--- src/hdl/lrbs_pkg.sv ---
// Shared types and constants for the latching relay bank sequencer.
package lrbs_pkg;

    localparam int RelayCount = 18;
    localparam int IdxW       = 5;
    localparam int CoilW      = 6;
    localparam int ClGroup    = 8;

    localparam logic [IdxW-1:0]  LastRelay  = IdxW'(RelayCount - 1);
    localparam logic [IdxW-1:0]  C5Relay    = IdxW'(5);
    localparam logic [IdxW-1:0]  RelayV     = IdxW'(16);
    localparam logic [IdxW-1:0]  RelayH     = IdxW'(17);
    localparam logic [CoilW-1:0] C5SetCoil  = CoilW'(34);
    localparam logic [CoilW-1:0] ChainLimit = CoilW'(24);

    typedef logic [RelayCount-1:0] relay_vec_t;

    typedef enum logic [2:0] {
        CMD_SET_C   = 3'd0,
        CMD_SET_L   = 3'd1,
        CMD_SET_V   = 3'd2,
        CMD_SET_H   = 3'd3,
        CMD_LOAD    = 3'd4,
        CMD_PRESET  = 3'd5
    } cmd_t;

    typedef struct packed {
        relay_vec_t desired;
        logic       scan;
    } cmd_ctl_t;

    typedef struct packed {
        logic [CoilW-1:0] coil;
        logic             via_shift_chain;
    } coil_info_t;

endpackage

--- src/hdl/lrbs_cmd_dec.sv ---
// Command decode: next desired vector and scan request for one command.
module lrbs_cmd_dec (
    input  logic [2:0]           cmd,
    input  logic [2:0]           relay_index,
    input  logic                 level,
    input  lrbs_pkg::relay_vec_t pattern,
    input  lrbs_pkg::relay_vec_t desired,
    output lrbs_pkg::cmd_ctl_t   ctl
);
    import lrbs_pkg::*;

    relay_vec_t d;
    logic       scan;

    always_comb
    begin
        d    = desired;
        scan = 1'b1;
        unique case (cmd)
            CMD_SET_C:
            begin
                d[{2'b00, relay_index}] = level;
            end
            CMD_SET_L:
            begin
                d[{2'b01, relay_index}] = level;
            end
            CMD_SET_V:
            begin
                d[RelayV] = level;
                if (level)
                begin
                    d[RelayH] = 1'b0;
                end
            end
            CMD_SET_H:
            begin
                d[RelayH] = level;
                if (level)
                begin
                    d[RelayV] = 1'b0;
                end
            end
            CMD_LOAD:
            begin
                d = pattern;
            end
            CMD_PRESET:
            begin
                scan = 1'b0;
            end
            default:
            begin
                d = desired;
            end
        endcase
    end

    assign ctl.desired = d;
    assign ctl.scan    = scan;

endmodule

--- src/hdl/lrbs_coil_map.sv ---
// Coil map: relay index and level to coil line and drive path.
module lrbs_coil_map (
    input  logic [lrbs_pkg::IdxW-1:0] relay,
    input  logic                      level,
    output lrbs_pkg::coil_info_t      info
);
    import lrbs_pkg::*;

    logic [CoilW-1:0] set_coil;
    logic [CoilW-1:0] coil;

    always_comb
    begin
        priority if (relay == C5Relay)
        begin
            set_coil = C5SetCoil;
        end
        else if (relay > C5Relay)
        begin
            set_coil = {relay, 1'b0} - CoilW'(2);
        end
        else
        begin
            set_coil = {relay, 1'b0};
        end
        coil = set_coil + {{(CoilW-1){1'b0}}, ~level};
    end

    assign info.coil            = coil;
    assign info.via_shift_chain = (coil < ChainLimit);

endmodule

--- src/hdl/latching_relay_bank_sequencer_core.sv ---
// Top level: command intake, relay scan sequencer and pulse event output register.
// An item is taken while idle; the scan then visits relays 0..17, one per cycle unless a pulse
// event waits on a full output register. No new command is taken until the scan ends;
// preset loads the applied vector without a scan.
// The scan loop steps a single coil map unit over the relays; output register stalls it.
// Reset: rst_n asynchronous, active low; desired and applied vectors clear to zero.
module latching_relay_bank_sequencer_core (
    input  logic        clk,
    input  logic        rst_n,
    input  logic        s_axis_tvalid,
    output logic        s_axis_tready,
    input  logic [23:0] s_axis_tdata,  // relay_index[2:0], level[3], pattern[21:4], zero[23:22]
    input  logic [2:0]  s_axis_tuser,  // cmd[2:0]
    output logic        m_axis_tvalid,
    input  logic        m_axis_tready,
    output logic [15:0] m_axis_tdata,  // coil[5:0], relay_number[10:6], new_level[11],
                                       // via_shift_chain[12], zero[15:13]
    output logic        m_axis_tlast   // last
);
    import lrbs_pkg::*;

    typedef enum logic [1:0] {
        ST_IDLE = 2'b01,
        ST_SCAN = 2'b10
    } state_t;

    state_t           state_reg, state_next;
    relay_vec_t       desired_reg, desired_next;
    relay_vec_t       applied_reg, applied_next;
    logic [IdxW-1:0]  idx_reg, idx_next;
    logic             out_valid_reg, out_valid_next;
    logic [CoilW-1:0] coil_reg, coil_next;
    logic [IdxW-1:0]  relay_reg, relay_next;
    logic             level_reg, level_next;
    logic             via_reg, via_next;
    logic             last_reg, last_next;

    cmd_ctl_t   ctl;
    coil_info_t info;
    relay_vec_t diff;
    relay_vec_t above_mask;
    logic       req_take;
    logic       slot_free;
    logic       cur_diff;
    logic       more;

    lrbs_cmd_dec u_cmd_dec (
        .cmd         (s_axis_tuser),
        .relay_index (s_axis_tdata[2:0]),
        .level       (s_axis_tdata[3]),
        .pattern     (s_axis_tdata[21:4]),
        .desired     (desired_reg),
        .ctl         (ctl)
    );

    lrbs_coil_map u_coil_map (
        .relay (idx_reg),
        .level (desired_reg[idx_reg]),
        .info  (info)
    );

    assign s_axis_tready = (state_reg == ST_IDLE);
    assign req_take      = s_axis_tvalid && s_axis_tready;
    assign slot_free     = !out_valid_reg || m_axis_tready;
    assign diff          = desired_reg ^ applied_reg;
    assign cur_diff      = diff[idx_reg];
    assign above_mask    = ~((relay_vec_t'(2) << idx_reg) - relay_vec_t'(1));
    assign more          = |(diff & above_mask);

    always_comb
    begin
        state_next     = state_reg;
        desired_next   = desired_reg;
        applied_next   = applied_reg;
        idx_next       = idx_reg;
        out_valid_next = out_valid_reg && !m_axis_tready;
        coil_next      = coil_reg;
        relay_next     = relay_reg;
        level_next     = level_reg;
        via_next       = via_reg;
        last_next      = last_reg;
        unique case (state_reg)
            ST_IDLE:
            begin
                if (req_take)
                begin
                    desired_next = ctl.desired;
                    idx_next     = '0;
                    if (ctl.scan)
                    begin
                        state_next = ST_SCAN;
                    end
                    else
                    begin
                        applied_next = s_axis_tdata[21:4];
                    end
                end
            end
            ST_SCAN:
            begin
                if (!cur_diff || slot_free)
                begin
                    if (cur_diff)
                    begin
                        applied_next[idx_reg] = desired_reg[idx_reg];
                        out_valid_next        = 1'b1;
                        coil_next             = info.coil;
                        relay_next            = idx_reg;
                        level_next            = desired_reg[idx_reg];
                        via_next              = info.via_shift_chain;
                        last_next             = !more;
                    end
                    if (idx_reg == LastRelay)
                    begin
                        state_next = ST_IDLE;
                    end
                    else
                    begin
                        idx_next = idx_reg + IdxW'(1);
                    end
                end
            end
            default:
            begin
                state_next = ST_IDLE;
            end
        endcase
    end

    always_ff @(posedge clk or negedge rst_n)
    begin
        if (!rst_n)
        begin
            state_reg     <= ST_IDLE;
            desired_reg   <= '0;
            applied_reg   <= '0;
            idx_reg       <= '0;
            out_valid_reg <= 1'b0;
        end
        else
        begin
            state_reg     <= state_next;
            desired_reg   <= desired_next;
            applied_reg   <= applied_next;
            idx_reg       <= idx_next;
            out_valid_reg <= out_valid_next;
        end
    end

    always_ff @(posedge clk)
    begin
        coil_reg  <= coil_next;
        relay_reg <= relay_next;
        level_reg <= level_next;
        via_reg   <= via_next;
        last_reg  <= last_next;
    end

    assign m_axis_tvalid = out_valid_reg;
    assign m_axis_tdata  = {3'b000, via_reg, level_reg, relay_reg, coil_reg};
    assign m_axis_tlast  = last_reg;

endmodule

--- config.mk ---
export PLATFORM = sky130hd
export DESIGN_NAME = latching_relay_bank_sequencer_core
export DESIGN_NICKNAME = d
export VERILOG_FILES = /design/src/hdl/lrbs_pkg.sv /design/src/hdl/lrbs_cmd_dec.sv /design/src/hdl/lrbs_coil_map.sv /design/src/hdl/latching_relay_bank_sequencer_core.sv
export SDC_FILE = /design/constraint.sdc
export NUM_CORES = 1
export LEC_CHECK = 0
export BUFFER_PORTS_ARGS = -buffer_cell sky130_fd_sc_hd__buf_4
export CAP_MARGIN = 20
export CORE_AREA = 10 10 92 126
export CTS_CLUSTER_DIAMETER = 50
export CTS_CLUSTER_SIZE = 10
export DETAILED_ROUTE_END_ITERATION = 16
export DIE_AREA = 0 0 102 136
export PLACE_DENSITY = 0.69
export SLEW_MARGIN = 10
export SYNTH_ARGS = -nofsm -noshare
export SYNTH_HDL_FRONTEND = slang
export SYNTH_SLANG_ARGS = --single-unit
--- constraint.sdc ---
create_clock -name clk -period 3.52 [get_ports clk]
set_clock_uncertainty 0.05 [all_clocks]
set_input_delay 0.528 -clock clk [delete_from_list [all_inputs] [get_ports clk]]
set_output_delay 0.528 -clock clk [all_outputs]
set_load 0.01 [all_outputs]
-- Yosys cells after proc, flatten, opt, wreduce, memory -nomap -nowiden
Cells that the tools add are included.
Widths: inputs -> output; s select.
- bits in registers: 58
- input bits: 31
- output and inout port bits: 19
- logic and storage cells: 105
- $add $sub $neg: 4
- order comparisons: 8
- equal/unequal tests: 18
- shifts and indexed selects: 1
- muxes and demuxes: 35
- bitwise operators: 4
- reduce and logical (&&, ||, !) cells: 23
- operator list (kind ; count):
    $mux 18 ; 4
    $bwmux 18 ; 3
    $pmux 16 s3 ; 1
    $pmux 18 s2 ; 1
    $and 18x18->18 ; 1
    $not 18->18 ; 1
    $reduce_or 18->1 ; 1
    $shl 2x5->18 const A ; 1
    $sub 18x1->18 const B ; 1
    $xor 18x18->18 ; 1
    $reduce_and 4->1 ; 4
    $mux 5 ; 3
    $ne 2x2->1 const B ; 7
    $mux 6 ; 2
    $bmux 1 s5 ; 2
    $pmux 2 s5 ; 1
    $pmux 5 s2 ; 1
    $mux 1 ; 9
    $mux 2 ; 4
    $add 6x1->6 ; 1
    $demux 1 s3 ; 2
    $eq 3x2->1 const B ; 2
    $eq 3x3->1 const B ; 2
    $lt 3x6->1 const B ; 1
    other kinds (27) ; 37

-- Logic depth before layout (Yosys ltp)
Gate-level depths: netlist of run 1.
- depth in word-level cells: 8
- depth in mapped cells: 12
- gate-level depth less buffers: 9

-- By module
Synthesis of run 1 repeated with hierarchy kept, for this count alone.
- cell total of the unflattened synthesis: 550
- area, all modules: 4670.7 µm²
- by module, submodules not included (module ; times used ; cells an instance ; area each (µm²) ; sequential area each (µm²)):
    latching_relay_bank_sequencer_core ; 1 ; 428 ; 3786.1 ; 1522.7
    lrbs_cmd_dec ; 1 ; 86 ; 656.9 ; 0.0
    lrbs_coil_map ; 1 ; 36 ; 227.7 ; 0.0

-- Worst setup path before layout of run 1
OpenSTA, ideal clock, no wires.
- path type: register to register
- from: register idx_reg[1]
- to: register last_reg (netlist: m_axis_tlast), data pin
- library setup time: 0.169 ns
- arrival time: 2.811 ns
- data required time: 3.301 ns
- path slack: 0.490 ns
- stages on the path, launching flop included: 13
- path buffers: 3
- clock period less this slack: 3.030 ns
- cell sequence: dfrtp_1 -> buf_4 -> inv_1 -> ha_1 -> clkbuf_1 -> clkbuf_1 -> nand2_1 -> ha_1 -> a32o_1 -> a311o_1 -> a21oi_1 -> o2111ai_1 -> nor4b_2
- longest elaborated chain between the ends: 6
- RTL lines (item ; RTL line ; source):
    start: declaration ; latching_relay_bank_sequencer_core.sv:30 ; logic [IdxW-1:0] idx_reg, idx_next;
    start signal: assignment ; latching_relay_bank_sequencer_core.sv:145 ; idx_reg <= idx_next;
    $shl 2x5->18 ; latching_relay_bank_sequencer_core.sv:67 ; assign above_mask = ~((relay_vec_t'(2) << idx_reg) - relay_vec_t'(1));
    $sub 18x1->18 ; latching_relay_bank_sequencer_core.sv:67 ;
    $not 18->18 ; latching_relay_bank_sequencer_core.sv:67 ;
    $and 18x18->18 ; latching_relay_bank_sequencer_core.sv:68 ; assign more = |(diff & above_mask);
    $reduce_or 18->1 ; latching_relay_bank_sequencer_core.sv:68 ;
    $logic_not 1->1 ; latching_relay_bank_sequencer_core.sv:111 ; last_next = !more;
    end signal: assignment ; latching_relay_bank_sequencer_core.sv:156 ; last_reg <= last_next;
    end: declaration ; latching_relay_bank_sequencer_core.sv:36 ; logic last_reg, last_next;
Every way passes these cells.
A chain may end at the register's enable or synchronous reset.

-- Worst setup path in the final report of run 1
Ends and elaborated chain as after synthesis.

==> flow_metrics.py, run 1 <==
metrics = {
    "status": {
        "outcome": "complete, no violations",
    },
    "cells_and_area": {
        "area_delta_synth_final_pct": 15.2,
        "final_layout_size_suffix_gt1_share_pct": 22.8,
        "fillCellCount": 861,
        "n_antenna_cell": 0,
        "utilization_pct": 56.0,
        "design.final.nets": 582,
        "most_frequent_standard_cell_in_the_layout_excluding_fill_and_tap_cells": "sky130_fd_sc_hd__buf_4",
        "mostFrequentLayoutCells": "sky130_fd_sc_hd__buf_4, sky130_fd_sc_hd__nand2_1, sky130_fd_sc_hd__a21oi_1",
    },
    "power_and_ir_drop": {
        "switching_power_uw": 1730,
        "power.density_nw_per_um2": 757,
        "combPwrFrac_pct": 52.9,
        "share_clk_of_total_power_pct": 21.2,
        "peakVddDrop_v": 0.000374,
        "power.share.sequential_pct": 25.9,
        "intPower_uw": 2240,
        "power.leakage_uw": 0.00205,
        "power_switching_share_pct": 43.6,
    },
    "floorplan": {
        "dieArea_um2": 13900,
        "die_width_um": 102,
        "placement_rows": 42,
        "fp.coreArea_um2": 9350,
        "starting_density_pct": 48.7,
        "floorplan.die.height_um": 136,
        "num_io_pins": 50,
    },
    "global_routing": {
        "grt_antenna_before_repair": 0,
        "grt_first_pass_wirelength_um": 22500,
        "grt_remaining_overflow": 0,
        "grtUsageTotal_pct": 20.8,
        "number_of_global_route_vias_before_repair": 4271,
        "grt_start_max_net_pins": 45,
    },
    "clock_tree": {
        "clock_sinks": 58,
        "clock_insertion_delay_worst_skew_ns": 0.33,
        "tritoncts": "done",
        "cts_max_level": 3,
        "ctsLongestPathBuffers": 2,
        "post-cts-setup-buffers": 0,
        "clkSlewWorstSetupHoldPaths_ns": 0.05,
        "cells_resized_by_post_cts_repair": 0,
        "cts.root.buffer_cell": "sky130_fd_sc_hd__clkbuf_16",
        "cts-hold-fix-buffers": 0,
        "total_clock_buffers_created_by_cts": 9,
    },
    "logic_synthesis": {
        "postSynthAreaPerCell_um2": 9.00,
        "synthesized_flop_and_latch_total": 58,
        "synth_enable_flop_cells": 14,
        "synthesis.instances": 506,
        "synth_async_sr_flop_share_pct": 75.9,
        "synth_ff_type": "sky130_fd_sc_hd__dfrtp_1",
        "post_synth_instance_area_um2": 4550,
        "synth.yosys.warnings": 0,
        "ys_types": 82,
        "seq_area_frac_synth_pct": 33.5,
    },
    "timing": {
        "hold_slack_ns": 0.146,
        "setup_viol_count_final": 0,
        "worst_max_slew_margin_expressed_relative_to_the_limit_pct": 31.0,
        "period_needed_ns": 2.96,
        "fmax_ghz": 0.338,
        "pins_over_their_slew_limit": 0,
        "fin_crit_sh_pct": 84.1,
        "least_margin_pin_slew_ns": 1.03,
        "final-hold-violation-count": 0,
        "grt_setup_unrepaired": "false",
        "totalNegativeSetupSlack_ns": 0,
    },
    "placement": {
        "dp_hpwl_um": 10600,
        "gp_congestion": 0.932,
        "numPortBuffers": 44,
    },
    "worst_setup_path": {
        "worst-r2r-setup-slack_ns": 0.56,
        "crit_path_start_kind": "flip-flop",
        "critical_path_required_ns": 3.63,
        "worstPathArrival_ns": 3.06,
        "reg2reg_to": "m_axis_tlast",
        "reg2regPathDepth": 9,
        "reg_to_reg_critical_path_startpoint": "idx_reg[1]",
        "worstSetupEndpointType": "flip-flop",
        "critical_path_class": "reg2reg",
        "critical_path_peak_fanout": 15,
    },
    "worst_hold_path": {
        "hold_path.class": "in2async",
    },
    "detailed_routing": {
        "wire_per_inst_um": 21.4,
        "drt_iter0_drc": 351,
        "antenna_violating_nets_post_route": 0,
        "detail_route.vias_per_cell": 6.44,
        "routed-via-count": 4237,
        "residual_drc": 0,
        "firstDrtPassIters": 5,
        "routed_wl_um": 14100,
    },
    "run": {
        "cap_viol_max_count": 0,
    },
}
layout make-up:
class	count	area (um^2)	area share, %
clock inverter	2	10.0	0.191
inverter	11	43.8	0.835
multi-input combinational	401	2790	53.2
timing repair buffer	62	465	8.88
tap	110	138	2.63
clock buffer	14	275	5.25
sequential	58	1520	29.0
metal layers:
| layer | wire length, um | global-route usage [%] | vias to the layer above |
|---|---|---|---|
| met1 | 5510 | 23.0 | 2068 |
| met2 | 7320 | 36.7 | 168 |
| li1 | - | - | 1974 |
| met3 | 749 | 3.81 | 27 |
| met4 | 502 | 10.6 | 0 |
| met5 | 0 | 0 | - |
metrics by stage:
stage / area [um^2] / instances / total power [uW] / setup slack, ns
after global placement: 4960 / 642 / 3060 / 0.647
after CTS: 5240 / 658 / 3950 / 0.601
after global routing: 5240 / 658 / 4210 / 0.383
after detailed placement: 4960 / 642 / 3100 / 0.613
after floorplan: 4560 / 508 / 2560 / 0.490
final: 5240 / 658 / 3970 / 0.561
cells in the mapped netlist (all sizes together) (14+ instances only):
library cell	instances	area [um^2]
o22ai	21	188
clkbuf	14	52.6
edfxtp	14	420
o21ai	44	224
xor2	17	149
nor2	37	155
a21oi	59	378
a31oi	14	87.6
dfrtp	43	1080
buf	24	163
nand2	52	208
critical path: stages (launching register included):
cell and delay, ns:
sky130_fd_sc_hd__dfrtp_1 0.37, sky130_fd_sc_hd__inv_1 0.11, sky130_fd_sc_hd__ha_1 0.57, sky130_fd_sc_hd__nand2_1 0.26, sky130_fd_sc_hd__ha_1 0.34, sky130_fd_sc_hd__a32o_1 0.21
sky130_fd_sc_hd__a311o_1 0.35, sky130_fd_sc_hd__a21oi_1 0.13, sky130_fd_sc_hd__o2111ai_1 0.14, sky130_fd_sc_hd__nor4b_2 0.24
how the worst max path moves through the flow:
stage                from            to  slack [ns]  depth (start not counted)
6_report       idx_reg[1]  m_axis_tlast        0.56                          9
5_1_grt        idx_reg[1]  m_axis_tlast        0.38                          9
2_1_floorplan  idx_reg[1]  m_axis_tlast        0.49                         12
4_1_cts        idx_reg[1]  m_axis_tlast        0.60                          9
3_5_place_dp   idx_reg[0]  m_axis_tlast        0.61                          9
3_3_place_gp   idx_reg[0]  m_axis_tlast        0.65                          9
power by group through the flow:
stage / combinational (uW) / clock (uW) / sequential (uW)
floorplan: 1530 / 0 / 1020
global placement: 2040 / 0 / 1030
detailed placement: 2060 / 0 / 1040
finish: 2100 / 841 / 1030
CTS: 2070 / 847 / 1030
global route: 2280 / 870 / 1060
cell families (layout without fill, tap and decap cells):
logic type	count (synthesis)	in the layout	share of synthesized area, %
AND/OR/NAND/NOR	146	146	16.6
adder cells (fa/ha/maj)	8	8	2.20
buffers and inverters	49	89	5.69
XOR/XNOR	25	25	4.81
multiplexers	14	14	4.51
other	1	3	0.0824
flip-flops	58	58	33.5
AO/OA/AOI/OAI	205	205	32.6
Power figures use the tool's default switching activity.
==> inputs of run 2 (changes only) <==
- PLACE_DENSITY: 0.69 -> 0.71
- clock period: 3.52 -> 2.5 ns (I/O delays scaled with it)
==> run 2 against run 1 <==
Against the previous run:
- the flow now finishes with violations (negative hold slack)
- clock-buffer cell count grew 1
- worst hold slack lost 0.15 ns
- global-route usage increased by 0.68 points
- maximum frequency grew 22%
- cell area rose by 8.2%
- sequential share of layout area decreased by 2.2 points
- critical path depth grew 2
- power up 55%
- clock power up 46%
- critical path type unchanged
- largest power group unchanged
- highest routed layer unchanged
==> flow_metrics.py, run 2 (synthesis results as in run 1) <==
metrics = {
    "detailed_routing": {
        "residual_drc": 0,
        "wire_per_inst_um": 20.9,
        "drt_iter0_drc": 324,
        "antenna_violating_nets_post_route": 0,
        "routed_wl_um": 14500,
        "routed-via-count": 4393,
        "firstDrtPassIters": 5,
        "detail_route.vias_per_cell": 6.36,
    },
    "worst_setup_path": {
        "critical_path_required_ns": 2.62,
        "worstPathArrival_ns": 2.56,
        "reg_to_reg_critical_path_startpoint": "idx_reg[0]",
        "reg2regPathDepth": 11,
        "reg2reg_to": "m_axis_tlast",
        "worstSetupEndpointType": "flip-flop",
        "critical_path_peak_fanout": 6,
        "critical_path_class": "reg2reg",
        "worst-r2r-setup-slack_ns": 0.07,
        "crit_path_start_kind": "flip-flop",
    },
    "clock_tree": {
        "ctsLongestPathBuffers": 2,
        "clock_insertion_delay_worst_skew_ns": 0.34,
        "cts-hold-fix-buffers": 0,
        "clkSlewWorstSetupHoldPaths_ns": 0.05,
        "total_clock_buffers_created_by_cts": 9,
        "clock_sinks": 58,
        "tritoncts": "done",
        "cts_max_level": 3,
        "cts.root.buffer_cell": "sky130_fd_sc_hd__clkbuf_16",
    },
    "floorplan": {
        "die_width_um": 102,
        "num_io_pins": 50,
        "fp.coreArea_um2": 9350,
        "starting_density_pct": 48.7,
        "floorplan.die.height_um": 136,
        "dieArea_um2": 13900,
        "placement_rows": 42,
    },
    "power_and_ir_drop": {
        "intPower_uw": 3560,
        "power_switching_share_pct": 42.2,
        "power.density_nw_per_um2": 1090,
        "switching_power_uw": 2600,
        "peakVddDrop_v": 0.000528,
        "power.share.sequential_pct": 23.9,
        "finalPower_uw": 6170,
        "power.leakage_uw": 0.00224,
        "share_clk_of_total_power_pct": 20.0,
        "combPwrFrac_pct": 56.1,
    },
    "timing": {
        "setup_viol_count_final": 0,
        "period_needed_ns": 2.43,
        "fin_crit_sh_pct": 97.3,
        "totalNegativeSetupSlack_ns": 0,
        "final-hold-violation-count": 10,
        "pins_over_their_slew_limit": 0,
        "fmax_ghz": 0.411,
        "least_margin_pin_slew_ns": 0.634,
        "hold_slack_ns": -0.00785,
        "postLayoutSetupSlackWorst_ns": 0.0664,
        "grt_setup_unrepaired": "true",
        "worst_max_slew_margin_expressed_relative_to_the_limit_pct": 57.6,
    },
    "status": {
        "outcome": "finished with violations",
        "violations_in_the_final_reports": "negative hold slack",
    },
    "placement": {
        "gp_congestion": 0.992,
        "dp_hpwl_um": 11000,
        "placement.setup.worst_slack_ns": 0.0133,
        "numPortBuffers": 44,
        "place.detailed.instances": 672,
    },
    "cells_and_area": {
        "multiInputGateArea_um2": 2890,
        "mostFrequentLayoutCells": "sky130_fd_sc_hd__buf_4, sky130_fd_sc_hd__nand2_1, sky130_fd_sc_hd__a21oi_1",
        "ff_latch_area_um2": 1530,
        "n_antenna_cell": 0,
        "fillCellCount": 791,
        "layout.cells.non_filler": 691,
        "final_layout_size_suffix_gt1_share_pct": 30.1,
        "area_delta_synth_final_pct": 24.7,
        "design.final.nets": 615,
        "most_frequent_standard_cell_in_the_layout_excluding_fill_and_tap_cells": "sky130_fd_sc_hd__buf_4",
    },
    "global_routing": {
        "number_of_global_route_vias_before_repair": 4459,
        "grt_remaining_overflow": 0,
        "grt_start_max_net_pins": 45,
        "grt_first_pass_wirelength_um": 23100,
        "grtUsageTotal_pct": 21.4,
        "grt_antenna_before_repair": 0,
    },
    "worst_hold_path": {
        "hold_path.class": "in2async",
    },
    "run": {
        "cap_viol_max_count": 0,
    },
}
[run 2: changes by cell type in the layout (fill, tap and decap cells not counted), moves of 3 or more]
cell and delta:
sky130_fd_sc_hd__ha_2 +3, sky130_fd_sc_hd__nor3_1 -3, sky130_fd_sc_hd__ha_1 -5, sky130_fd_sc_hd__buf_12 +5, sky130_fd_sc_hd__buf_4 +26, sky130_fd_sc_hd__nor3_2 +3
[run 2: through the flow]
| step | cell area, um^2 | utilization, % | hold WS, ns |
|---|---|---|---|
| global placement | 5270 | 56.4 | 0.366 |
| finish | 5670 | 60.7 | -0.00785 |
| detailed placement | 5270 | 56.4 | 0.372 |
| floorplan | 4640 | - | 0.0294 |
| CTS | 5580 | 59.6 | 0.0197 |
| global route | 5670 | 60.7 | 0.0280 |
[run 2: area by class of cell]
| class | instances | area share (%) |
|---|---|---|
| Tap cell | 110 | 2.43 |
| Sequential cell | 58 | 26.9 |
| Inverter | 11 | 0.816 |
| Clock inverter | 1 | 0.0882 |
| Multi-Input combinational cell | 401 | 50.9 |
| Timing Repair Buffer | 95 | 13.8 |
| Clock buffer | 15 | 5.12 |
[run 2: timing repair]
| action | CTS | global route |
|---|---|---|
| gates resized for setup | 1 | 16 |
| setup buffers | 0 | 3 |
| pin swaps | 0 | 6 |
| endpoints found under the setup margin | 1 | 35 |
[run 2: worst max-delay path by stage]
stage | start | to | slack (ns) | cells past startpoint
floorplan | idx_reg[1] | m_axis_tlast | 0.02 | 12
CTS | idx_reg[1] | m_axis_tlast | 0.01 | 9
detailed placement | idx_reg[1] | applied_reg[9] | 0.01 | 9
finish | idx_reg[0] | m_axis_tlast | 0.07 | 11
global route | idx_reg[1] | m_axis_tlast | -0.05 | 11
global placement | idx_reg[0] | m_axis_tlast | 0.03 | 9
[run 2: power by group through the flow]
stage                     clock (uW)  sequential [uW]  combinational, uW
after floorplan                    0             1450               2260
after global placement             0             1460               3210
after detailed placement           0             1480               3250
after CTS                       1240             1460               3280
after global routing            1280             1510               3730
final                           1230             1470               3460
[run 2: routing by layer]
metal  wire length (um)  GRT usage, %  vias up
met5                  0             0        -
met4                871          14.0        0
met3                701          3.86       49
met2               7220          36.2      171
met1               5670          24.0     2131
li1                   -             -     2042
[run 2: worst max-delay path, stage by stage (launching register included)]
cell and delay [ns]:
sky130_fd_sc_hd__dfrtp_2 0.44, sky130_fd_sc_hd__buf_6 0.15, sky130_fd_sc_hd__ha_4 0.18, sky130_fd_sc_hd__or3_4 0.39, sky130_fd_sc_hd__buf_4 0.15, sky130_fd_sc_hd__nand2_1 0.06, sky130_fd_sc_hd__a21o_1 0.19, sky130_fd_sc_hd__buf_4 0.13
sky130_fd_sc_hd__xor2_1 0.07, sky130_fd_sc_hd__a21oi_1 0.14, sky130_fd_sc_hd__o2111ai_1 0.12, sky130_fd_sc_hd__nor4b_2 0.21
==> inputs of run 3 (changes only) <==
- CORE_AREA: 10 10 92 126 -> 10 10 93 128
- DIE_AREA: 0 0 102 136 -> 0 0 103 138
- SYNTH_HIERARCHICAL: unset -> 1
==> run 3 against run 2 <==
Against the previous run:
- the run ends with negative hold slack, negative setup slack left
- synthesized cell count increased by 8.7%
- register-to-register slack got worse by 0.20 ns
- final cell count up 11%
- critical path depth is 2 lower
- clock power about the same
- sequential cell count unchanged
- via count is 14% higher
- die area is 2.5% higher
- worst setup slack got worse by 0.20 ns
- cell area grew 8.4%
- sequential share of layout area fell by 2.1 points
- synthesized area rose by 2.6%
- critical path type unchanged
- critical endpoint unchanged
==> flow_metrics.py, run 3 <==
metrics = {
    "status": {
        "outcome": "finished with violations",
        "violations_in_the_final_reports": "negative hold slack, negative setup slack",
    },
    "clock_tree": {
        "clkSlewWorstSetupHoldPaths_ns": 0.06,
        "clock_sinks": 58,
        "cts.root.buffer_cell": "sky130_fd_sc_hd__clkbuf_16",
        "cts_max_level": 3,
        "tritoncts": "done",
        "total_clock_buffers_created_by_cts": 9,
        "clock_insertion_delay_worst_skew_ns": 0.34,
        "cts-hold-fix-buffers": 0,
        "ctsLongestPathBuffers": 2,
    },
    "floorplan": {
        "starting_density_pct": 48.2,
        "die_width_um": 103,
        "fp.coreArea_um2": 9680,
        "placement_rows": 43,
        "num_io_pins": 50,
        "dieArea_um2": 14200,
        "floorplan.die.height_um": 138,
    },
    "logic_synthesis": {
        "synth_ff_type": "sky130_fd_sc_hd__dfrtp_1",
        "synthDominantAreaCellType": "sky130_fd_sc_hd__dfrtp_1",
        "synth_simple_gate_area_share_pct": 22.1,
        "synth-adder-area-share_pct": 2.41,
        "synth_top_cells_by_area": "sky130_fd_sc_hd__dfrtp_1, sky130_fd_sc_hd__edfxtp_1, sky130_fd_sc_hd__nand2_1",
        "synth_most_common_cell": "sky130_fd_sc_hd__nand2_1",
        "synthesis.instances": 550,
        "synthesized_flop_and_latch_total": 58,
        "synthXorXnorAreaFrac_pct": 4.31,
        "yosys.area.top_type_share_pct": 23.0,
        "seq_area_frac_synth_pct": 32.6,
        "synth.mux.area_fraction_pct": 5.63,
        "compound_gate_fraction_of_synth_area_pct": 25.5,
        "synth_commonest_cells": "sky130_fd_sc_hd__nand2_1, sky130_fd_sc_hd__nor2_1, sky130_fd_sc_hd__dfrtp_1",
        "postSynthAreaPerCell_um2": 8.49,
        "synth_async_sr_flop_share_pct": 75.9,
        "synth_enable_flop_cells": 14,
        "post_synth_instance_area_um2": 4670,
        "synth_top_family_by_area": "compound AO/OA/AOI/OAI gates",
        "synth.yosys.warnings": 6,
        "ys_types": 74,
    },
    "cells_and_area": {
        "area_delta_synth_final_pct": 31.6,
        "mostFrequentLayoutCells": "sky130_fd_sc_hd__buf_4, sky130_fd_sc_hd__nand2_1, sky130_fd_sc_hd__nor2_1",
        "n_antenna_cell": 0,
        "final_layout_size_suffix_gt1_share_pct": 33.8,
        "utilization_pct": 63.5,
        "most_frequent_standard_cell_in_the_layout_excluding_fill_and_tap_cells": "sky130_fd_sc_hd__buf_4",
        "design.final.nets": 692,
        "layout.cells.non_filler": 769,
    },
    "timing": {
        "setup_viol_count_final": 23,
        "grt_setup_unrepaired": "true",
        "totalNegativeSetupSlack_ns": -1.06,
        "period_needed_ns": 2.63,
        "fmax_ghz": 0.380,
        "least_margin_pin_slew_ns": 0.770,
        "pins_over_their_slew_limit": 0,
        "fin_crit_sh_pct": 105,
        "final-hold-violation-count": 1,
        "hold_slack_ns": -0.00138,
        "worst_max_slew_margin_expressed_relative_to_the_limit_pct": 48.7,
        "postLayoutSetupSlackWorst_ns": -0.134,
    },
    "worst_setup_path": {
        "cp_slowest_stage_delay_ns": 0.49,
        "critical_path_peak_fanout": 5,
        "reg2regPathDepth": 9,
        "critical_path_required_ns": 2.62,
        "worst-r2r-setup-slack_ns": -0.13,
        "critical-path-top-cell-by-count": "sky130_fd_sc_hd__or3_4",
        "path_buf_inv": 2,
        "reg_to_reg_critical_path_startpoint": "idx_reg[0]",
        "crit_path_start_kind": "flip-flop",
        "reg2reg_to": "m_axis_tlast",
        "worstPathArrival_ns": 2.75,
        "critical_path_class": "reg2reg",
        "worstSetupEndpointType": "flip-flop",
        "worstPathCellList": "inv_4, ha_4, or3_4, or3_4, buf_4, nand3_1, o21ai_0, or4_4, nor4_2",
        "critPathSlowestCell": "sky130_fd_sc_hd__or4_4",
        "path_depth": 9,
        "path_delay_family": "simple AND/OR/NAND/NOR gates",
    },
    "detailed_routing": {
        "routed_wl_um": 16500,
        "residual_drc": 0,
        "wire_per_inst_um": 21.4,
        "detail_route.vias_per_cell": 6.52,
        "antenna_violating_nets_post_route": 0,
        "routed-via-count": 5013,
        "firstDrtPassIters": 5,
        "drt_iter0_drc": 327,
    },
    "worst_hold_path": {
        "hold_path.class": "in2async",
    },
    "placement": {
        "dp_hpwl_um": 12300,
        "numPortBuffers": 44,
        "gp_congestion": 1.01,
        "place.detailed.instances": 751,
    },
    "global_routing": {
        "number_of_global_route_vias_before_repair": 4961,
        "grt_remaining_overflow": 0,
        "grtUsageTotal_pct": 23.3,
        "grt_start_max_net_pins": 45,
        "grt_antenna_before_repair": 0,
        "grt_first_pass_wirelength_um": 26100,
    },
    "run": {
        "cap_viol_max_count": 0,
    },
    "power_and_ir_drop": {
        "power.density_nw_per_um2": 1260,
        "finalPower_uw": 7740,
        "peakVddDrop_v": 0.000723,
        "power.leakage_uw": 0.00261,
    },
}
-- run 3: cell types whose count changed after synthesis, moves of 8 or more --
| cell | previous run | this run |
|---|---|---|
| sky130_fd_sc_hd__a21oi_1 | 47 | 37 |
| sky130_fd_sc_hd__a22oi_1 | 11 | 3 |
| sky130_fd_sc_hd__clkbuf_1 | 14 | 25 |
| sky130_fd_sc_hd__mux2i_1 | 7 | 15 |
| sky130_fd_sc_hd__nand2_1 | 49 | 80 |
| sky130_fd_sc_hd__nor2_1 | 36 | 45 |
| sky130_fd_sc_hd__o211ai_1 | 2 | 11 |
| sky130_fd_sc_hd__o211ai_2 | 1 | 9 |
| sky130_fd_sc_hd__o21ai_0 | 39 | 13 |
| sky130_fd_sc_hd__o32a_1 | 0 | 12 |
-- run 3: layer usage --
metal	up-vias	track usage [%]	wire [um]
met5	-	0	0
met4	0	13.3	850
met3	58	3.84	1080
met2	270	39.5	8490
met1	2435	26.3	6040
li1	2250	-	-
-- run 3: area by class of cell --
class | count | area, um^2
fillers | 826 | 3540
multi-input cells | 428 | 3030
flip-flops and latches | 58 | 1530
repair buffers | 138 | 1100
clock buffers | 11 | 233
well taps | 112 | 140
inverters | 17 | 68.8
clock inverters | 5 | 56.3
-- run 3: repair_timing --
action,CTS,global route
resized for setup,27,21
pin swaps,6,5
buffers inserted,0,1
cloned,0,1
setup endpoints to repair,41,40
endpoints found under the hold margin,0,0
-- run 3: worst max-delay path by stage --
stage          startpoint           end  slack [ns]
6_report       idx_reg[0]  m_axis_tlast       -0.13
5_1_grt        idx_reg[0]  m_axis_tlast       -0.22
4_1_cts        idx_reg[0]  m_axis_tlast       -0.12
3_5_place_dp   idx_reg[2]  m_axis_tlast       -0.26
3_3_place_gp   idx_reg[0]  m_axis_tlast       -0.25
2_1_floorplan  idx_reg[1]  m_axis_tlast       -0.39
-- run 3: logic make-up (layout without fill, tap and decap cells) --
logic type,Yosys count,count (layout)
flip-flops,58,58
AO/OA/AOI/OAI,162,162
adder cells (fa/ha/maj),9,9
XOR/XNOR,23,23
AND/OR/NAND/NOR,210,210
other,1,3
buffers and inverters,66,171
multiplexers,21,21
-- run 3: power by group --
| part | internal (uW) | switching [uW] |
|---|---|---|
| combinational | 2280 | 2550 |
| clock | 769 | 445 |
| sequential | 1360 | 329 |
-- run 3: stage by stage --
stage | instance area [um^2] | setup slack [ns]
CTS | 6040 | -0.121
global placement | 5640 | -0.252
floorplan | 4730 | -0.393
global route | 6150 | -0.223
detailed placement | 5640 | -0.260
finish | 6150 | -0.134
